--- src/rtl/core/tvsp_pkg.sv ---
// ----------------------------------------------------------------------------
// tvsp_pkg: shared types and constants of the tagged value stream parser
// Holds the item and result formats, the parser state record, the tag, role,
// kind and error codes, and the fixed payload size table.
// ----------------------------------------------------------------------------
package tvsp_pkg;

  // Nesting stack size and the widths that follow from the fixed field formats
  localparam int NEST_MAX = 32;
  localparam int DEPTH_W  = 6;
  localparam int LIMIT_W  = 6;
  localparam logic [DEPTH_W-1:0] NEST_MAX_D = DEPTH_W'(NEST_MAX);
  localparam logic [LIMIT_W-1:0] LIMIT_RESET = LIMIT_W'(32);

  // Byte roles
  localparam logic [2:0] ROLE_VERSION = 3'd0;
  localparam logic [2:0] ROLE_TAG     = 3'd1;
  localparam logic [2:0] ROLE_LENGTH  = 3'd2;
  localparam logic [2:0] ROLE_NAME    = 3'd3;
  localparam logic [2:0] ROLE_PAYLOAD = 3'd4;
  localparam logic [2:0] ROLE_CLOSE   = 3'd5;

  // Value kinds
  localparam logic [3:0] KIND_NUMBER = 4'd0;
  localparam logic [3:0] KIND_BOOL   = 4'd1;
  localparam logic [3:0] KIND_SSTR   = 4'd2;
  localparam logic [3:0] KIND_LSTR   = 4'd3;
  localparam logic [3:0] KIND_TABLE  = 4'd4;
  localparam logic [3:0] KIND_END    = 4'd5;
  localparam logic [3:0] KIND_VEC2   = 4'd6;
  localparam logic [3:0] KIND_CUSTOM = 4'd12;

  // Error codes
  localparam logic [2:0] ERR_NONE      = 3'd0;
  localparam logic [2:0] ERR_VERSION   = 3'd1;
  localparam logic [2:0] ERR_BAD_TAG   = 3'd2;
  localparam logic [2:0] ERR_MISPLACED = 3'd3;
  localparam logic [2:0] ERR_TRUNC     = 3'd4;
  localparam logic [2:0] ERR_TRAILING  = 3'd5;
  localparam logic [2:0] ERR_TOO_DEEP  = 3'd6;

  // Tag bytes with a fixed meaning
  localparam logic [7:0] TAG_NUMBER    = 8'h00;
  localparam logic [7:0] TAG_LSTR      = 8'h01;
  localparam logic [7:0] TAG_BOOL      = 8'h02;
  localparam logic [7:0] TAG_TABLE     = 8'h03;
  localparam logic [7:0] TAG_END       = 8'h04;
  localparam logic [7:0] TAG_VEC_FIRST = 8'h10;
  localparam logic [7:0] TAG_VEC_LAST  = 8'h15;

  // Payload sizes of the fixed-size kinds
  localparam logic [31:0] NUMBER_BYTES = 32'd8;
  localparam logic [31:0] BOOL_BYTES   = 32'd1;

  // Parser phase
  typedef enum logic [2:0] {
    PH_VERSION,
    PH_TAG,
    PH_LEN,
    PH_NAME,
    PH_PAYLOAD,
    PH_DONE,
    PH_ERROR
  } tvsp_phase_e;

  // One input item
  typedef struct packed {
    logic [7:0] data_byte;
    logic       buffer_last;
  } tvsp_in_t;

  // One result item
  typedef struct packed {
    logic [7:0]         byte_out;
    logic [2:0]         byte_role;
    logic [3:0]         value_kind;
    logic [DEPTH_W-1:0] nest_depth;
    logic               is_key;
    logic               value_end;
    logic               object_done;
    logic [2:0]         error_code;
  } tvsp_out_t;

  // Parser state; parity is a stack of key/value flags, bit 0 is the innermost table
  typedef struct packed {
    tvsp_phase_e         phase;
    logic [3:0]          cur_kind;
    logic [1:0]          len_idx;
    logic [31:0]         len_accum;
    logic [6:0]          name_rem;
    logic [31:0]         pay_rem;
    logic [DEPTH_W-1:0]  depth;
    logic [NEST_MAX-1:0] parity;
    logic [2:0]          sticky;
  } tvsp_state_t;

  localparam tvsp_state_t STATE_RESET = '{
    phase:     PH_VERSION,
    cur_kind:  '0,
    len_idx:   '0,
    len_accum: '0,
    name_rem:  '0,
    pay_rem:   '0,
    depth:     '0,
    parity:    '0,
    sticky:    '0
  };

  // Payload bytes of vec2, vec3, matrix, quat, vec4 and color
  function automatic logic [31:0] fixed_bytes(input logic [2:0] sel);
    logic [31:0] n;
    unique case (sel)
      3'd0:    n = 32'd16;
      3'd1:    n = 32'd24;
      3'd2:    n = 32'd128;
      3'd3:    n = 32'd32;
      3'd4:    n = 32'd32;
      3'd5:    n = 32'd16;
      default: n = 32'd0;
    endcase
    return n;
  endfunction

endpackage

--- src/rtl/core/tagged_value_stream_parser.sv ---
// ----------------------------------------------------------------------------
// tagged_value_stream_parser: byte-wise checker and tokenizer
// Labels every byte of a serialized tagged value buffer with role, kind,
// nesting depth, key flag, end flags and an error code.
//
// Usage:
//   Input channel (in_valid_i / in_stall_o / in_data_i) carries one buffer
//   byte per transfer, with buffer_last on the final byte. Output channel
//   (out_valid_o / out_stall_i / out_data_o) returns one labelled result per
//   input byte, in order. The cfg channel (cfg_valid_i / cfg_ready_o /
//   cfg_data_i) sets the table depth limit; write it only while idle.
//   Path: a byte taken into the input register is decoded into the result
//   register once that register is free, and transfers out from there.
//   Throughput is one byte per cycle while the receiver does not stall,
//   set by the combinational state update in the decode stage.
//   Reset clears both stages and the parser state; depth limit returns to 32.
//   When the receiver stalls, the result register holds, the next byte
//   waits in the input register, and in_stall_o rises only with both full.
//   After each buffer_last byte the parser expects a new version byte.
// ----------------------------------------------------------------------------
module tagged_value_stream_parser (
  input  logic                         clk_i,
  input  logic                         rst_ni,
  input  logic                         in_valid_i,
  output logic                         in_stall_o,
  input  tvsp_pkg::tvsp_in_t           in_data_i,
  output logic                         out_valid_o,
  input  logic                         out_stall_i,
  output tvsp_pkg::tvsp_out_t          out_data_o,
  input  logic                         cfg_valid_i,
  output logic                         cfg_ready_o,
  input  logic [tvsp_pkg::LIMIT_W-1:0] cfg_data_i
);
  import tvsp_pkg::*;

  logic               in_vld_q;
  tvsp_in_t           in_item_q;
  logic               out_vld_q;
  tvsp_out_t          out_q;
  tvsp_state_t        state_q;
  tvsp_state_t        state_d;
  tvsp_out_t          result_d;
  logic [LIMIT_W-1:0] limit_q;
  logic               out_free;
  logic               advance;
  logic               in_take;

  // Handshake: the result register frees when empty or taken this cycle
  assign out_free    = !out_vld_q || !out_stall_i;
  assign advance     = in_vld_q && out_free;
  assign in_stall_o  = in_vld_q && !out_free;
  assign in_take     = in_valid_i && !in_stall_o;
  assign cfg_ready_o = 1'b1;

  // Decode of the byte in the input register
  tvsp_step u_step (
    .state_i  (state_q),
    .item_i   (in_item_q),
    .limit_i  (limit_q),
    .state_o  (state_d),
    .result_o (result_d)
  );

  // Control registers
  always_ff @(posedge clk_i or negedge rst_ni) begin
    if (!rst_ni) begin
      in_vld_q  <= 1'b0;
      out_vld_q <= 1'b0;
      state_q   <= STATE_RESET;
      limit_q   <= LIMIT_RESET;
    end else begin
      if (in_take) in_vld_q <= 1'b1;
      else if (advance) in_vld_q <= 1'b0;
      if (advance) out_vld_q <= 1'b1;
      else if (!out_stall_i) out_vld_q <= 1'b0;
      if (advance) state_q <= state_d;
      if (cfg_valid_i) limit_q <= cfg_data_i;
    end
  end

  // Payload registers
  always_ff @(posedge clk_i) begin
    if (in_take) in_item_q <= in_data_i;
    if (advance) out_q <= result_d;
  end

  assign out_valid_o = out_vld_q;
  assign out_data_o  = out_q;

endmodule

--- src/rtl/core/tvsp_step.sv ---
// ----------------------------------------------------------------------------
// tvsp_step: per-byte decode and state update
// Classifies one byte against the current parser state and produces its
// labels together with the next parser state.
// ----------------------------------------------------------------------------
module tvsp_step (
  input  tvsp_pkg::tvsp_state_t     state_i,
  input  tvsp_pkg::tvsp_in_t        item_i,
  input  logic [tvsp_pkg::LIMIT_W-1:0] limit_i,
  output tvsp_pkg::tvsp_state_t     state_o,
  output tvsp_pkg::tvsp_out_t       result_o
);
  import tvsp_pkg::*;

  logic [7:0]         b;
  logic [DEPTH_W-1:0] lim;
  logic [DEPTH_W-1:0] depth_dn;
  logic               key_now;
  logic               fin;
  logic [2:0]         err;
  logic [31:0]        acc_new;
  logic [6:0]         name_nxt;
  logic [31:0]        pay_nxt;
  tvsp_state_t        st;
  tvsp_out_t          r;

  assign b        = item_i.data_byte;
  assign depth_dn = state_i.depth - DEPTH_W'(1);
  assign key_now  = (state_i.depth != '0) && !state_i.parity[0];

  // Depth limit clamped to 1..NEST_MAX
  always_comb begin
    lim = limit_i;
    if (lim == '0) lim = DEPTH_W'(1);
    if (lim > NEST_MAX_D) lim = NEST_MAX_D;
  end

  // Length field: drop the byte into its lane
  always_comb begin
    acc_new = state_i.len_accum;
    acc_new[{state_i.len_idx, 3'b000} +: 8] = b;
  end

  assign name_nxt = (state_i.name_rem != '0) ? state_i.name_rem - 7'd1 : 7'd0;
  assign pay_nxt  = (state_i.pay_rem != '0) ? state_i.pay_rem - 32'd1 : 32'd0;

  // Main decode
  always_comb begin
    st  = state_i;
    r   = '0;
    fin = 1'b0;
    err = ERR_NONE;
    r.byte_out  = b;
    r.byte_role = ROLE_PAYLOAD;

    unique case (state_i.phase)
      PH_VERSION: begin
        r.byte_role = ROLE_VERSION;
        if (b != 8'h00) err = ERR_VERSION;
        else st.phase = PH_TAG;
      end

      PH_TAG: begin
        r.byte_role  = ROLE_TAG;
        r.nest_depth = state_i.depth;
        r.is_key     = key_now;
        if (b[7] || b[6]) begin
          // custom record, compact or full form
          r.value_kind = KIND_CUSTOM;
          st.cur_kind  = KIND_CUSTOM;
          if (b[7]) begin
            st.name_rem = {4'd0, b[2:0]} + 7'd1;
            st.pay_rem  = {28'd0, b[6:3]};
            st.phase    = PH_NAME;
          end else begin
            st.name_rem  = {1'b0, b[5:0]} + 7'd1;
            st.len_idx   = '0;
            st.len_accum = '0;
            st.phase     = PH_LEN;
          end
        end else if (b[5]) begin
          // short string
          r.value_kind = KIND_SSTR;
          st.cur_kind  = KIND_SSTR;
          st.pay_rem   = {27'd0, b[4:0]};
          if (b[4:0] == 5'd0) fin = 1'b1;
          else st.phase = PH_PAYLOAD;
        end else if (b == TAG_NUMBER) begin
          r.value_kind = KIND_NUMBER;
          st.cur_kind  = KIND_NUMBER;
          st.pay_rem   = NUMBER_BYTES;
          st.phase     = PH_PAYLOAD;
        end else if (b == TAG_BOOL) begin
          r.value_kind = KIND_BOOL;
          st.cur_kind  = KIND_BOOL;
          st.pay_rem   = BOOL_BYTES;
          st.phase     = PH_PAYLOAD;
        end else if (b >= TAG_VEC_FIRST && b <= TAG_VEC_LAST) begin
          r.value_kind = KIND_VEC2 + {1'b0, b[2:0]};
          st.cur_kind  = KIND_VEC2 + {1'b0, b[2:0]};
          st.pay_rem   = fixed_bytes(b[2:0]);
          st.phase     = PH_PAYLOAD;
        end else if (b == TAG_LSTR) begin
          r.value_kind = KIND_LSTR;
          st.cur_kind  = KIND_LSTR;
          st.len_idx   = '0;
          st.len_accum = '0;
          st.phase     = PH_LEN;
        end else if (b == TAG_TABLE) begin
          // push a level, new level expects a key
          r.value_kind = KIND_TABLE;
          st.cur_kind  = KIND_TABLE;
          if (state_i.depth >= lim) begin
            err = ERR_TOO_DEEP;
          end else begin
            st.depth  = state_i.depth + DEPTH_W'(1);
            st.parity = {state_i.parity[NEST_MAX-2:0], 1'b0};
            st.phase  = PH_TAG;
          end
        end else if (b == TAG_END) begin
          // pop a level; the closed table is a finished value of its parent
          r.value_kind = KIND_END;
          st.cur_kind  = KIND_END;
          if (key_now) begin
            r.byte_role  = ROLE_CLOSE;
            r.nest_depth = depth_dn;
            r.is_key     = (depth_dn != '0) && !state_i.parity[1];
            st.depth     = depth_dn;
            st.parity    = {1'b0, state_i.parity[NEST_MAX-1:1]};
            fin          = 1'b1;
          end else begin
            err = ERR_MISPLACED;
          end
        end else begin
          err = ERR_BAD_TAG;
        end
      end

      PH_LEN: begin
        r.byte_role  = ROLE_LENGTH;
        r.value_kind = state_i.cur_kind;
        r.nest_depth = state_i.depth;
        r.is_key     = key_now;
        st.len_accum = acc_new;
        if (state_i.len_idx == 2'd3) begin
          st.len_idx = '0;
          st.pay_rem = acc_new;
          if (state_i.cur_kind == KIND_CUSTOM) st.phase = PH_NAME;
          else if (acc_new == '0) fin = 1'b1;
          else st.phase = PH_PAYLOAD;
        end else begin
          st.len_idx = state_i.len_idx + 2'd1;
        end
      end

      PH_NAME: begin
        r.byte_role  = ROLE_NAME;
        r.value_kind = state_i.cur_kind;
        r.nest_depth = state_i.depth;
        r.is_key     = key_now;
        st.name_rem  = name_nxt;
        if (name_nxt == '0) begin
          if (state_i.pay_rem == '0) fin = 1'b1;
          else st.phase = PH_PAYLOAD;
        end
      end

      PH_PAYLOAD: begin
        r.value_kind = state_i.cur_kind;
        r.nest_depth = state_i.depth;
        r.is_key     = key_now;
        st.pay_rem   = pay_nxt;
        if (pay_nxt == '0) fin = 1'b1;
      end

      PH_DONE: begin
        err = ERR_TRAILING;
      end

      default: begin
        err = (state_i.sticky != ERR_NONE) ? state_i.sticky : ERR_BAD_TAG;
      end
    endcase

    // Value finished: top level completes, else flip key/value at this level
    if (fin) begin
      r.value_end = 1'b1;
      if (st.depth == '0) begin
        st.phase      = PH_DONE;
        r.object_done = 1'b1;
      end else begin
        st.parity[0] = ~st.parity[0];
        st.phase     = PH_TAG;
      end
    end

    if (err != ERR_NONE) begin
      st.sticky = err;
      st.phase  = PH_ERROR;
    end

    // Buffer end: flag truncation and start over
    if (item_i.buffer_last) begin
      if (err == ERR_NONE && st.phase != PH_DONE) err = ERR_TRUNC;
      st = STATE_RESET;
    end

    r.error_code = err;
  end

  assign state_o  = st;
  assign result_o = r;

endmodule

--- config.mk ---
export PLATFORM = sky130hd
export DESIGN_NAME = tagged_value_stream_parser
export DESIGN_NICKNAME = d
export VERILOG_FILES = /design/src/rtl/core/tvsp_pkg.sv /design/src/rtl/core/tagged_value_stream_parser.sv /design/src/rtl/core/tvsp_step.sv
export SDC_FILE = /design/constraint.sdc
export NUM_CORES = 1
export LEC_CHECK = 0
export ABC_AREA = 1
export BUFFER_PORTS_ARGS = -buffer_cell sky130_fd_sc_hd__buf_2
export CORE_MARGIN = 3
export CORE_UTILIZATION = 60
export DETAILED_ROUTE_END_ITERATION = 6
export GPL_TIMING_DRIVEN = 0
export PLACE_DENSITY_LB_ADDON = 0.1
export SETUP_SLACK_MARGIN = 0.1
export SKIP_LAST_GASP = 1
export SLEW_MARGIN = 20
export SYNTH_ARGS = -nofsm -noshare
export SYNTH_HDL_FRONTEND = slang
export SYNTH_SLANG_ARGS = --single-unit
--- constraint.sdc ---
create_clock -name clk_i -period 4.7 [get_ports clk_i]
set_clock_uncertainty 0.05 [all_clocks]
set_input_delay 0.235 -clock clk_i [delete_from_list [all_inputs] [get_ports clk_i]]
set_output_delay 0.235 -clock clk_i [all_outputs]
set_load 0.005 [all_outputs]
# Word level (Yosys, flattened, before mapping)

Index checks and enable logic that the tools add are counted.

Add/sub/neg operators: 9
Shift operators: 2
$lt $le $gt $ge: 4
Eq/ne operators: 35
Mux-type cells: 127
Reductions and logical operators: 51
Bitwise operators: 1

Operators with widths:

| operator                 | number |
|---|---|
| $mux W38                 | 11 |
| $mux W32                 | 8 |
| $mux W34                 | 6 |
| $mux W121                | 1 |
| $mux W7                  | 16 |
| $mux W3                  | 33 |
| $logic_not A32 Y1        | 3 |
| $pmux W32 S3             | 1 |
| $pmux W34 S2             | 1 |
| $mux W41                 | 1 |
| $mux W4                  | 10 |
| $pmux W3 S4              | 3 |
| $bwmux W32               | 1 |
| $pmux W8 S4              | 1 |
| $reduce_bool A32 Y1      | 1 |
| $shift A8 B7 Y32 const A | 1 |
| $shiftx A8 B7 Y32        | 1 |
| $sub A32 B1 Y32 const B  | 1 |
| $mux W1                  | 25 |
| $pmux W11 S2             | 1 |
| $reduce_bool A3 Y1       | 6 |
| $eq A8 B2 Y1 const B     | 2 |
| $ne A4 B3 Y1 const B     | 4 |
| $mux W14                 | 1 |
| 52 further kinds         | 90 |

Bits in registers: 165
Output and inout bits: 30
Logic and storage cells: 252
Input port bits: 20

# Longest topological paths before layout

Gate-level depths: netlist of run 1.

Depth in word-level cells: 22
Gate-level depth with buffers: 23
Depth with buffers taken out: 23

# Modules after synthesis

A second synthesis of run 1 with hierarchy kept.

Cell total of the unflattened synthesis: 1,864
Area total of the unflattened synthesis: 12,529.5 um2

Modules (own cells, without submodules):

| module                     | times used | area each (um2) | cells an instance | seq. area each (um2) |
|---|---|---|---|---|
| tvsp_step                  | 1          | 6,368.6         | 1,265             | 0.0 |
| tagged_value_stream_parser | 1          | 6,160.9         | 599               | 4,310.4 |

# Worst setup path before layout of run 1

OpenSTA, ideal clock, no wires.

Kind: register to register
Start: register limit_q[3]
End: register out_q, in the netlist out_data_o[2], data pin
Setup time: 254 ps
Cell stages (with the launch flop): 23
Path buffers: 0
Setup slack: 2,024 ps
Arrival: 2,373 ps
Data required time: 4,396 ps
Clock period less this slack: 2,676 ps
Cell sequence: dfrtp_1 -> nor3_1 -> nand3_1 -> nand2_1 -> nand2_1 -> ha_1 -> nand2_1 -> a21oi_1 -> nor2_1 -> nand2_1 -> nor2_8 -> inv_2 -> nand2_1 -> nand2_1 -> nand2_1 -> nand2_2 -> nand2_2 -> nor2_4 -> nand2_2 -> inv_2 -> nand2_1 -> nand3_1 -> nand2_1

RTL lines:

| item                     | line                             | text |
|---|---|---|
| start: declaration       | tagged_value_stream_parser.sv:43 | `logic [LIMIT_W-1:0] limit_q;` |
| start signal: assignment | tagged_value_stream_parser.sv:77 | `if (cfg_valid_i) limit_q <= cfg_data_i;` |
| end signal: assignment   | tagged_value_stream_parser.sv:84 | `if (advance) out_q <= result_d;` |
| end: declaration         | tagged_value_stream_parser.sv:39 | `tvsp_out_t out_q;` |

==> results of run 1 <==
-- worst min-delay path by stage --
stage | start | depth (start not counted) | end | slack, ns
floorplan | rst_ni | 0 | in_vld_q | -0.11
global placement | in_data_i[4] | 1 | in_item_q[4] | 0.37
detailed placement | rst_ni | 1 | state_q[77] | 0.14
CTS | out_stall_i | 3 | out_valid_o | 0.002
global route | out_stall_i | 3 | out_valid_o | 0.002
finish | out_stall_i | 3 | out_valid_o | -0.003
-- layout by cell type (no fill, tap or decap), types with 17 or more instances in the layout --
cell type    n
buf_2       75
edfxtp_1    36
nand2_1    434
o31ai_1     20
o21ai_0    179
clkbuf_16   17
nand4_1     37
nor2_1     166
inv_2       17
nand3_1    120
dfrtp_1    128
clkbuf_1    23
a21oi_1     20
inv_1      163
o22ai_1     42
ha_1        25
-- final cells by class --
type	count	area [um2]
inverters	182	683.2
flip-flops and latches	165	4310
plain buffers	59	289.0
clock inverters	15	178.9
multi-input cells	1165	5793
well taps	229	286.5
fillers	1534	5605
repair buffers	65	452.9
clock buffers	17	425.4
-- worst register-to-register path, stage by stage, from the launching register on --
cell and delay, ns:
dfrtp_1 0.40, inv_1 0.14, ha_1 0.27, nand2_1 0.09, nor2_1 0.17, nand2_1 0.13, nor2_1 0.21, nand2_1 0.14
clkbuf_1 0.32, nand3_1 0.34, nand3_1 0.11, nor3_1 0.20, nand3_1 0.19, nand2_1 0.13, nand2_1 0.07, nand3_1 0.13
nand2_1 0.07
-- what timing repair did --
item / in CTS / in global routing
gates resized for setup: 0 / 0
hold endpoints to repair: 68 / 0
setup buffers: 0 / 0
hold buffers: 16 / 0
-- cells by family after synthesis --
family                     share of synthesized area
DFF                                           0.3892
and+or+nand+nor                               0.3235
other                                      0.0003386
AOI/OAI and AO/OA                             0.1591
buffers and inverters                        0.08767
xor gates and xnor gates                    0.007909
muxes                                       0.004067
adders and majority gates                    0.02825
-- metrics by stage --
stage            util  power (mW)  hold WS (ns)  cells
2_1_floorplan       -       4.951       -0.1106   1571
3_3_place_gp   0.6433       6.231        0.3666   1847
3_5_place_dp   0.6466       6.271        0.1399   1849
4_1_cts        0.6890       7.740      0.001928   1897
5_1_grt        0.6890       8.493      0.001817   1897
6_report       0.6890       7.896     -0.003415   1897
-- state kept, by name (all words and copies together), names as in the netlist --
register and count:
in_vld_q 1, out_data_o 27, out_valid_o 1, limit_q 6
in_item_q 9, state_q 121
-- power groups by stage --
| stage | Sequential [mW] | Combinational, mW | Clock (mW) |
|---|---|---|---|
| floorplan | 1.82 | 3.13 | 0 |
| global placement | 1.86 | 4.37 | 0 |
| detailed placement | 1.86 | 4.41 | 0 |
| CTS | 1.84 | 4.45 | 1.45 |
| global route | 1.87 | 5.11 | 1.52 |
| finish | 1.84 | 4.61 | 1.45 |
-- routing by layer --
metal / routed length (um) / track usage
met1: 14990 / 0.4998
met2: 16100 / 0.5657
met3: 3554 / 0.06876
met4: 1018 / 0.1131
met5: 0 / 0
==> reports/results.txt, run 1 <==
outcome - complete, but fails checks
failing checks - hold timing
CTS buffer count - 17
drt pass-1 iters - 7
async set-reset flop share out of synthesis - 0.7818
Data arrival, critical path - 3.55 ns
CP endpoint kind - flip-flop
clock-pin slew on the worst setup and hold paths - 0.08 ns
FF-to-FF Start - state_q[41]
die area - 20,120 um2
number of max-cap violations - 0
clock sinks - 165
most frequent cells after synthesis - nand2_1, o21ai_0, nor2_1, inv_1, dfrtp_1
detailed placement HPWL - 26,280 um
Critical Path, Cell by Cell - inv_1 > ha_1 > nand2_1 > nor2_1 > nand2_1 > nor2_1 > nand2_1 > clkbuf_1 > nand3_1 > nand3_1 > nor3_1 > nand3_1 > nand2_1 > nand2_1 > nand3_1 > nand2_1
R2R Path End - out_data_o[2]
Pleak - 5.825 nW
R2R setup slack - 1.30 ns
Pint - 3.661 mW
Mapped Cells - 1,571
GRT Total Usage - 0.3574
Levels on crit path - 16
crit path to - out_data_o[2]
Worst-Margin Slew - 0.8231 ns
initial core utilization - 0.6144
H-tree depth - 4
setup TNS - 0 ns
cell taking the most area after synthesis - dfrtp_1
clock buffer depth - 2
post-DR vias/cell - 6.093
Iteration-0 DRC Markers - 1,315
worst r2r path cells - 16
sw power - 4.235 mW
# setup viols final - 0
most frequent cell on the critical path - nand2_1
I/O Buffers - 47
Final Hold Vio Count - 1
unrepaired setup endpoints after global routing - false
core box area - 18,020 um2
HP Class - in -> reg
Crit path buffers/inverters - 2
Synth Cell Area - 11,070 um2
crit path max-delay cell type - dfrtp_1
flops & latches, synth - 165
highest clock rate - 0.2938 GHz
Worst Slack Setup Final - 1.296 ns
Ports - 50
Hold WS - -0.003415 ns
WL/cell - 18.80 um
DRC Markers - 0
Slew HR - 0.4493
data required time of the worst path - 4.85 ns
net count after synthesis - 1,616
Mapped Avg Cell Area - 7.049 um2
post-route cell area - 12,420 um2
Net count, final - 1,700
Inserted Diodes - 0
CTS tree - yes
sw frac - 0.5363
via count - 11,558
Worst setup SP type - flip-flop
largest net degree at the start of global routing - 77
crit-path leading delay family - simple AND/OR/NAND/NOR gates
sequential power share - 0.233
max-slew violations - 0
sequential element share of the synthesized area - 0.3892
number of synthesized flops with an enable pin - 36
first-pass GRT wire length - 56,820 um
Placed Area - 11,650 um2
row cnt - 49
fraction of layout cells with a size suffix above 1 - 0.1031
Yosys top cell area share - 0.2892
Primary FF master, synth - dfrtp_1
Die W - 141.9 um
fin crit period - 3.404 ns
initial antenna violation count - 0
synth warn - 0
fin crit share - 0.7243
crit path from - state_q[41]
top post-synthesis cells by area - dfrtp_1, nand2_1, edfxtp_1, o21ai_0, nor2_1
chip height - 141.9 um
Clock Latency Late Sink - 0.44 ns
kind of critical path - reg -> reg
CP max FO - 10
clock root buffer - clkbuf_16
most common cell in the netlist - nand2_1
peak supply drop - 0.9383 mV
antenna-violating nets left - 0
area delta synth->final - 12.15%
share of power burned in combinational logic - 0.584
clock power share - 0.183
power density cells - 635.8 nW/um2
post-synth cell types - 51
total wire length - 35,660 um
GRT overflow - 0
vias in the first global route - 10,834
worst slack, placed - 1.437 ns
Final GP Congestion - 1.019
max incr delay on CP - 0.40 ns
(Power assumes the default switching activity.)
==> run 2: changes to the inputs <==
--- a/config.mk
+++ b/config.mk
@@ -5,7 +5,7 @@
 export SDC_FILE = /design/constraint.sdc
 export NUM_CORES = 1
 export LEC_CHECK = 0
-export ABC_AREA = 1
+export ABC_AREA = 0
 export BUFFER_PORTS_ARGS = -buffer_cell sky130_fd_sc_hd__buf_2
 export CORE_MARGIN = 3
 export CORE_UTILIZATION = 60
==> constraint.sdc (replaced) <==
create_clock -name clk_i -period 3.5 [get_ports clk_i]
set_clock_uncertainty 0.05 [all_clocks]
set_input_delay 0.175 -clock clk_i [delete_from_list [all_inputs] [get_ports clk_i]]
set_output_delay 0.175 -clock clk_i [all_outputs]
set_load 0.005 [all_outputs]
==> run 2 against run 1 <==
  * The run now ends clean
  * Sequential share of layout area shrank 0.31 points
  * Combinational power fell by 2%
  * Flip-flop and latch count is the same
  * Critical path depth fell by 5
  * Power rose by 14%
  * Area after synthesis shrank 7.4%
  * Die area is 7.1% lower
  * Worst hold slack better by 0.061 ns
  * Via count decreased by 11%
  * Largest cell class unchanged
  * Largest power group unchanged
==> reports/results.txt, run 2 <==
number of max-cap violations - 0 (unchanged)
crit path from - in_item_q[5] (was state_q[41])
GRT Total Usage - 0.3412 (was 0.3574)
net count after synthesis - 1,216 (was 1,616)
sequential element share of the synthesized area - 0.4202 (was 0.3892)
kind of critical path - reg -> reg (unchanged)
Slew HR - 0.4491 (was 0.4493)
CTS buffer count - 17 (unchanged)
synth warn - 0 (unchanged)
initial core utilization - 0.6164 (was 0.6144)
crit path max-delay cell type - or4_4 (was dfrtp_1)
GRT overflow - 0 (unchanged)
crit-path leading delay family - simple AND/OR/NAND/NOR gates (unchanged)
antenna-violating nets left - 0 (unchanged)
# fillers - 1,125 (was 1,534)
total wire length - 32,490 um (was 35,660 um)
CP endpoint kind - flip-flop (unchanged)
flops & latches, synth - 165 (unchanged)
fin crit share - 0.9606 (was 0.7243)
via count - 10,306 (was 11,558)
drt pass-1 iters - 7 (unchanged)
most frequent cells in the layout - nand2_1, dfrtp_1, nor2_1 (was nand2_1, o21ai_0, nor2_1)
Worst-Margin Slew - 0.8219 ns (was 0.8231 ns)
core box area - 16,640 um2 (was 18,020 um2)
Ports - 50 (unchanged)
Net count, final - 1,342 (was 1,700)
peak supply drop - 0.4573 mV (was 0.9383 mV)
Mapped Avg Cell Area - 8.761 um2 (was 7.049 um2)
max FFs per register - 121 (unchanged)
Hold WS - 0.05765 ns (was -0.003415 ns)
post-synth cell types - 75 (was 51)
worst slack, placed - -1.207 ns (was 1.437 ns)
number of synthesized flops with an enable pin - 36 (unchanged)
first-pass GRT wire length - 50,200 um (was 56,820 um)
post-DR vias/cell - 6.736 (was 6.093)
most frequent cells after synthesis - dfrtp_1, nand2_1, nor2_1, o21ai_0, a21oi_1 (was nand2_1, o21ai_0, nor2_1, inv_1, dfrtp_1)
Synth Cell Area - 10,260 um2 (was 11,070 um2)
Critical Path, Cell by Cell - buf_4 > or4_4 > nor3_2 > or3_4 > a21oi_1 > xnor2_1 > o21ai_1 > nor4_2 > buf_4 > and2_1 > o21bai_1 (was inv_1 > ha_1 > nand2_1 > nor2_1 > nand2_1 > nor2_1 > nand2_1 > clkbuf_1 > nand3_1 > nand3_1 > nor3_1 > nand3_1 > nand2_1 > nand2_1 > nand3_1 > nand2_1)
highest clock rate - 0.2974 GHz (was 0.2938 GHz)
chip height - 136.8 um (was 141.9 um)
HP Class - in -> reg (unchanged)
Reg with most FFs - state_q (unchanged)
Die W - 136.8 um (was 141.9 um)
CTS tree - yes (unchanged)
Mapped Cells - 1,171 (was 1,571)
top post-synthesis cells by area - dfrtp_1, edfxtp_1, o21ai_0, nand2_1, a21oi_1 (was dfrtp_1, nand2_1, edfxtp_1, o21ai_0, nor2_1)
Worst Slack Setup Final - 0.1379 ns (was 1.296 ns)
clock sinks - 165 (unchanged)
Worst setup SP type - flip-flop (unchanged)
# setup viols final - 0 (unchanged)
outcome - complete, no violations (was complete, but fails checks)
vias in the first global route - 9,466 (was 10,834)
data required time of the worst path - 3.64 ns (was 4.85 ns)
initial antenna violation count - 0 (unchanged)
WL/cell - 21.24 um (was 18.80 um)
die area - 18,700 um2 (was 20,120 um2)
max-slew violations - 0 (unchanged)
Iteration-0 DRC Markers - 1,373 (was 1,315)
detailed placement HPWL - 21,280 um (was 26,280 um)
multi-input logic area - 5979 um2 (was 5793 um2)
max incr delay on CP - 0.61 ns (was 0.40 ns)
Inserted Diodes - 0 (unchanged)
Crit path buffers/inverters - 2 (unchanged)
fraction of layout cells with a size suffix above 1 - 0.2092 (was 0.1031)
I/O Buffers - 47 (unchanged)
Data arrival, critical path - 3.50 ns (was 3.55 ns)
Final GP Congestion - 0.9600 (was 1.019)
cell taking the most area after synthesis - dfrtp_1 (unchanged)
most common cell in the netlist - dfrtp_1 (was nand2_1)
clock buffer depth - 2 (unchanged)
clock-pin slew on the worst setup and hold paths - 0.07 ns (was 0.08 ns)
row cnt - 47 (was 49)
FF-to-FF Start - in_item_q[5] (was state_q[41])
CP max FO - 8 (was 10)
area delta synth->final - 22.34% (was 12.15%)
final total power - 8.963 mW (was 7.896 mW)
Pleak - 5.100 nW (was 5.825 nW)
Final Hold Vio Count - 0 (was 1)
Yosys top cell area share - 0.3122 (was 0.2892)
fin crit period - 3.362 ns (was 3.404 ns)
largest net degree at the start of global routing - 89 (was 77)
H-tree depth - 4 (unchanged)
Clock Latency Late Sink - 0.44 ns (about the same)
power density cells - 714.2 nW/um2 (was 635.8 nW/um2)
clock root buffer - clkbuf_16 (unchanged)
hold_sp - cfg_valid_i (was out_stall_i)
async set-reset flop share out of synthesis - 0.7818 (unchanged)
most common cell after layout, fill and taps aside - nand2_1 (unchanged)
Final Util - 0.7542 (was 0.6890)
DRC Markers - 0 (unchanged)
most frequent cell on the critical path - buf_4 (was nand2_1)
Reg area - 4317 um2 (was 4310 um2)
unrepaired setup endpoints after global routing - true (was false)
Primary FF master, synth - dfrtp_1 (unchanged)
[run 2: cell types whose count changed after synthesis, moves of 24 or more]
cell,delta
a21oi_1,+71
a22oi_1,+35
buf_2,-28
clkbuf_1,+53
inv_1,-132
nand2_1,-307
nand3_1,-98
nor2_1,-69
nor2b_1,+36
nor3_1,+24
o21ai_0,-83
o22ai_1,-35
o31ai_1,+34
[run 2: path summary, 6_finish.rpt]
path	endpoint	slack, ns	cells after the start
worst min-delay path	limit_q[5]	0.06	3
worst max-delay path	out_data_o[2]	0.14	11
max in group asynchronous	state_q[56]	2.47	3
worst max register to register	out_data_o[2]	0.14	11
worst min register to register	out_data_o[26]	0.42	0
min in group asynchronous	state_q[1]	0.15	2
[run 2: cell type report]
cell class,instances,area share
inverters,31,0.009570
multi-input cells,888,0.4764
repair buffers,108,0.06340
clock inverters,12,0.01077
flip-flops and latches,165,0.3439
clock buffers,20,0.03728
well taps,220,0.02193
plain buffers,86,0.03669
[run 2: where the power goes]
group / leakage (nW) / switching (mW) / internal, mW
combinational: 2.70 / 2.76 / 1.74
clock: 0.292 / 0.876 / 1.07
sequential: 2.11 / 0.299 / 2.23
total: 5.10 / 3.93 / 5.03
[run 2: timing repair]
action | 4_1_cts | 5_1_grt
gates resized for setup | 67 | 118
setup endpoints to repair | 123 | 104
hold endpoints to repair | 58 | 0
pin swaps | 6 | 22
hold buffers | 19 | 0
setup buffers | 12 | 28
[run 2: metrics by stage]
stage | instance area (um2) | std cells | setup TNS (ns)
floorplan | 10260 | 1171 | 0
global placement | 10780 | 1438 | -77.02
detailed placement | 10840 | 1440 | -74.40
CTS | 11960 | 1503 | 0
global route | 12550 | 1530 | 0
finish | 12550 | 1530 | 0
[run 2: worst reg2reg max path: cells and delay by family, from the launching register on]
kind	cells	cell delay [ns]
and+or+nand+nor	5	1.72
buffers and inverters	2	0.42
DFF	1	0.39
AOI/OAI and AO/OA	3	0.29
xor gates and xnor gates	1	0.23
[run 2: logic make-up (layout without fill, tap and decap cells)]
| logic type | Yosys count | after routing | share of synthesized area |
|---|---|---|---|
| simple gates | 437 | 437 | 0.2176 |
| other cells | 1 | 1 | 0.0003655 |
| fa+ha+maj | 25 | 25 | 0.03049 |
| buf+inv | 118 | 257 | 0.04879 |
| compound gates | 373 | 373 | 0.2323 |
| xor+xnor | 24 | 24 | 0.02049 |
| flops | 165 | 165 | 0.4202 |
| mux | 28 | 28 | 0.02976 |
[run 2: routing by layer]
metal	up-vias	wire length [um]	track usage
li1	4584	-	-
met4	0	1182	0.1321
met2	629	15000	0.5392
met3	110	3078	0.07574
met5	-	0	0
met1	4983	13230	0.4598
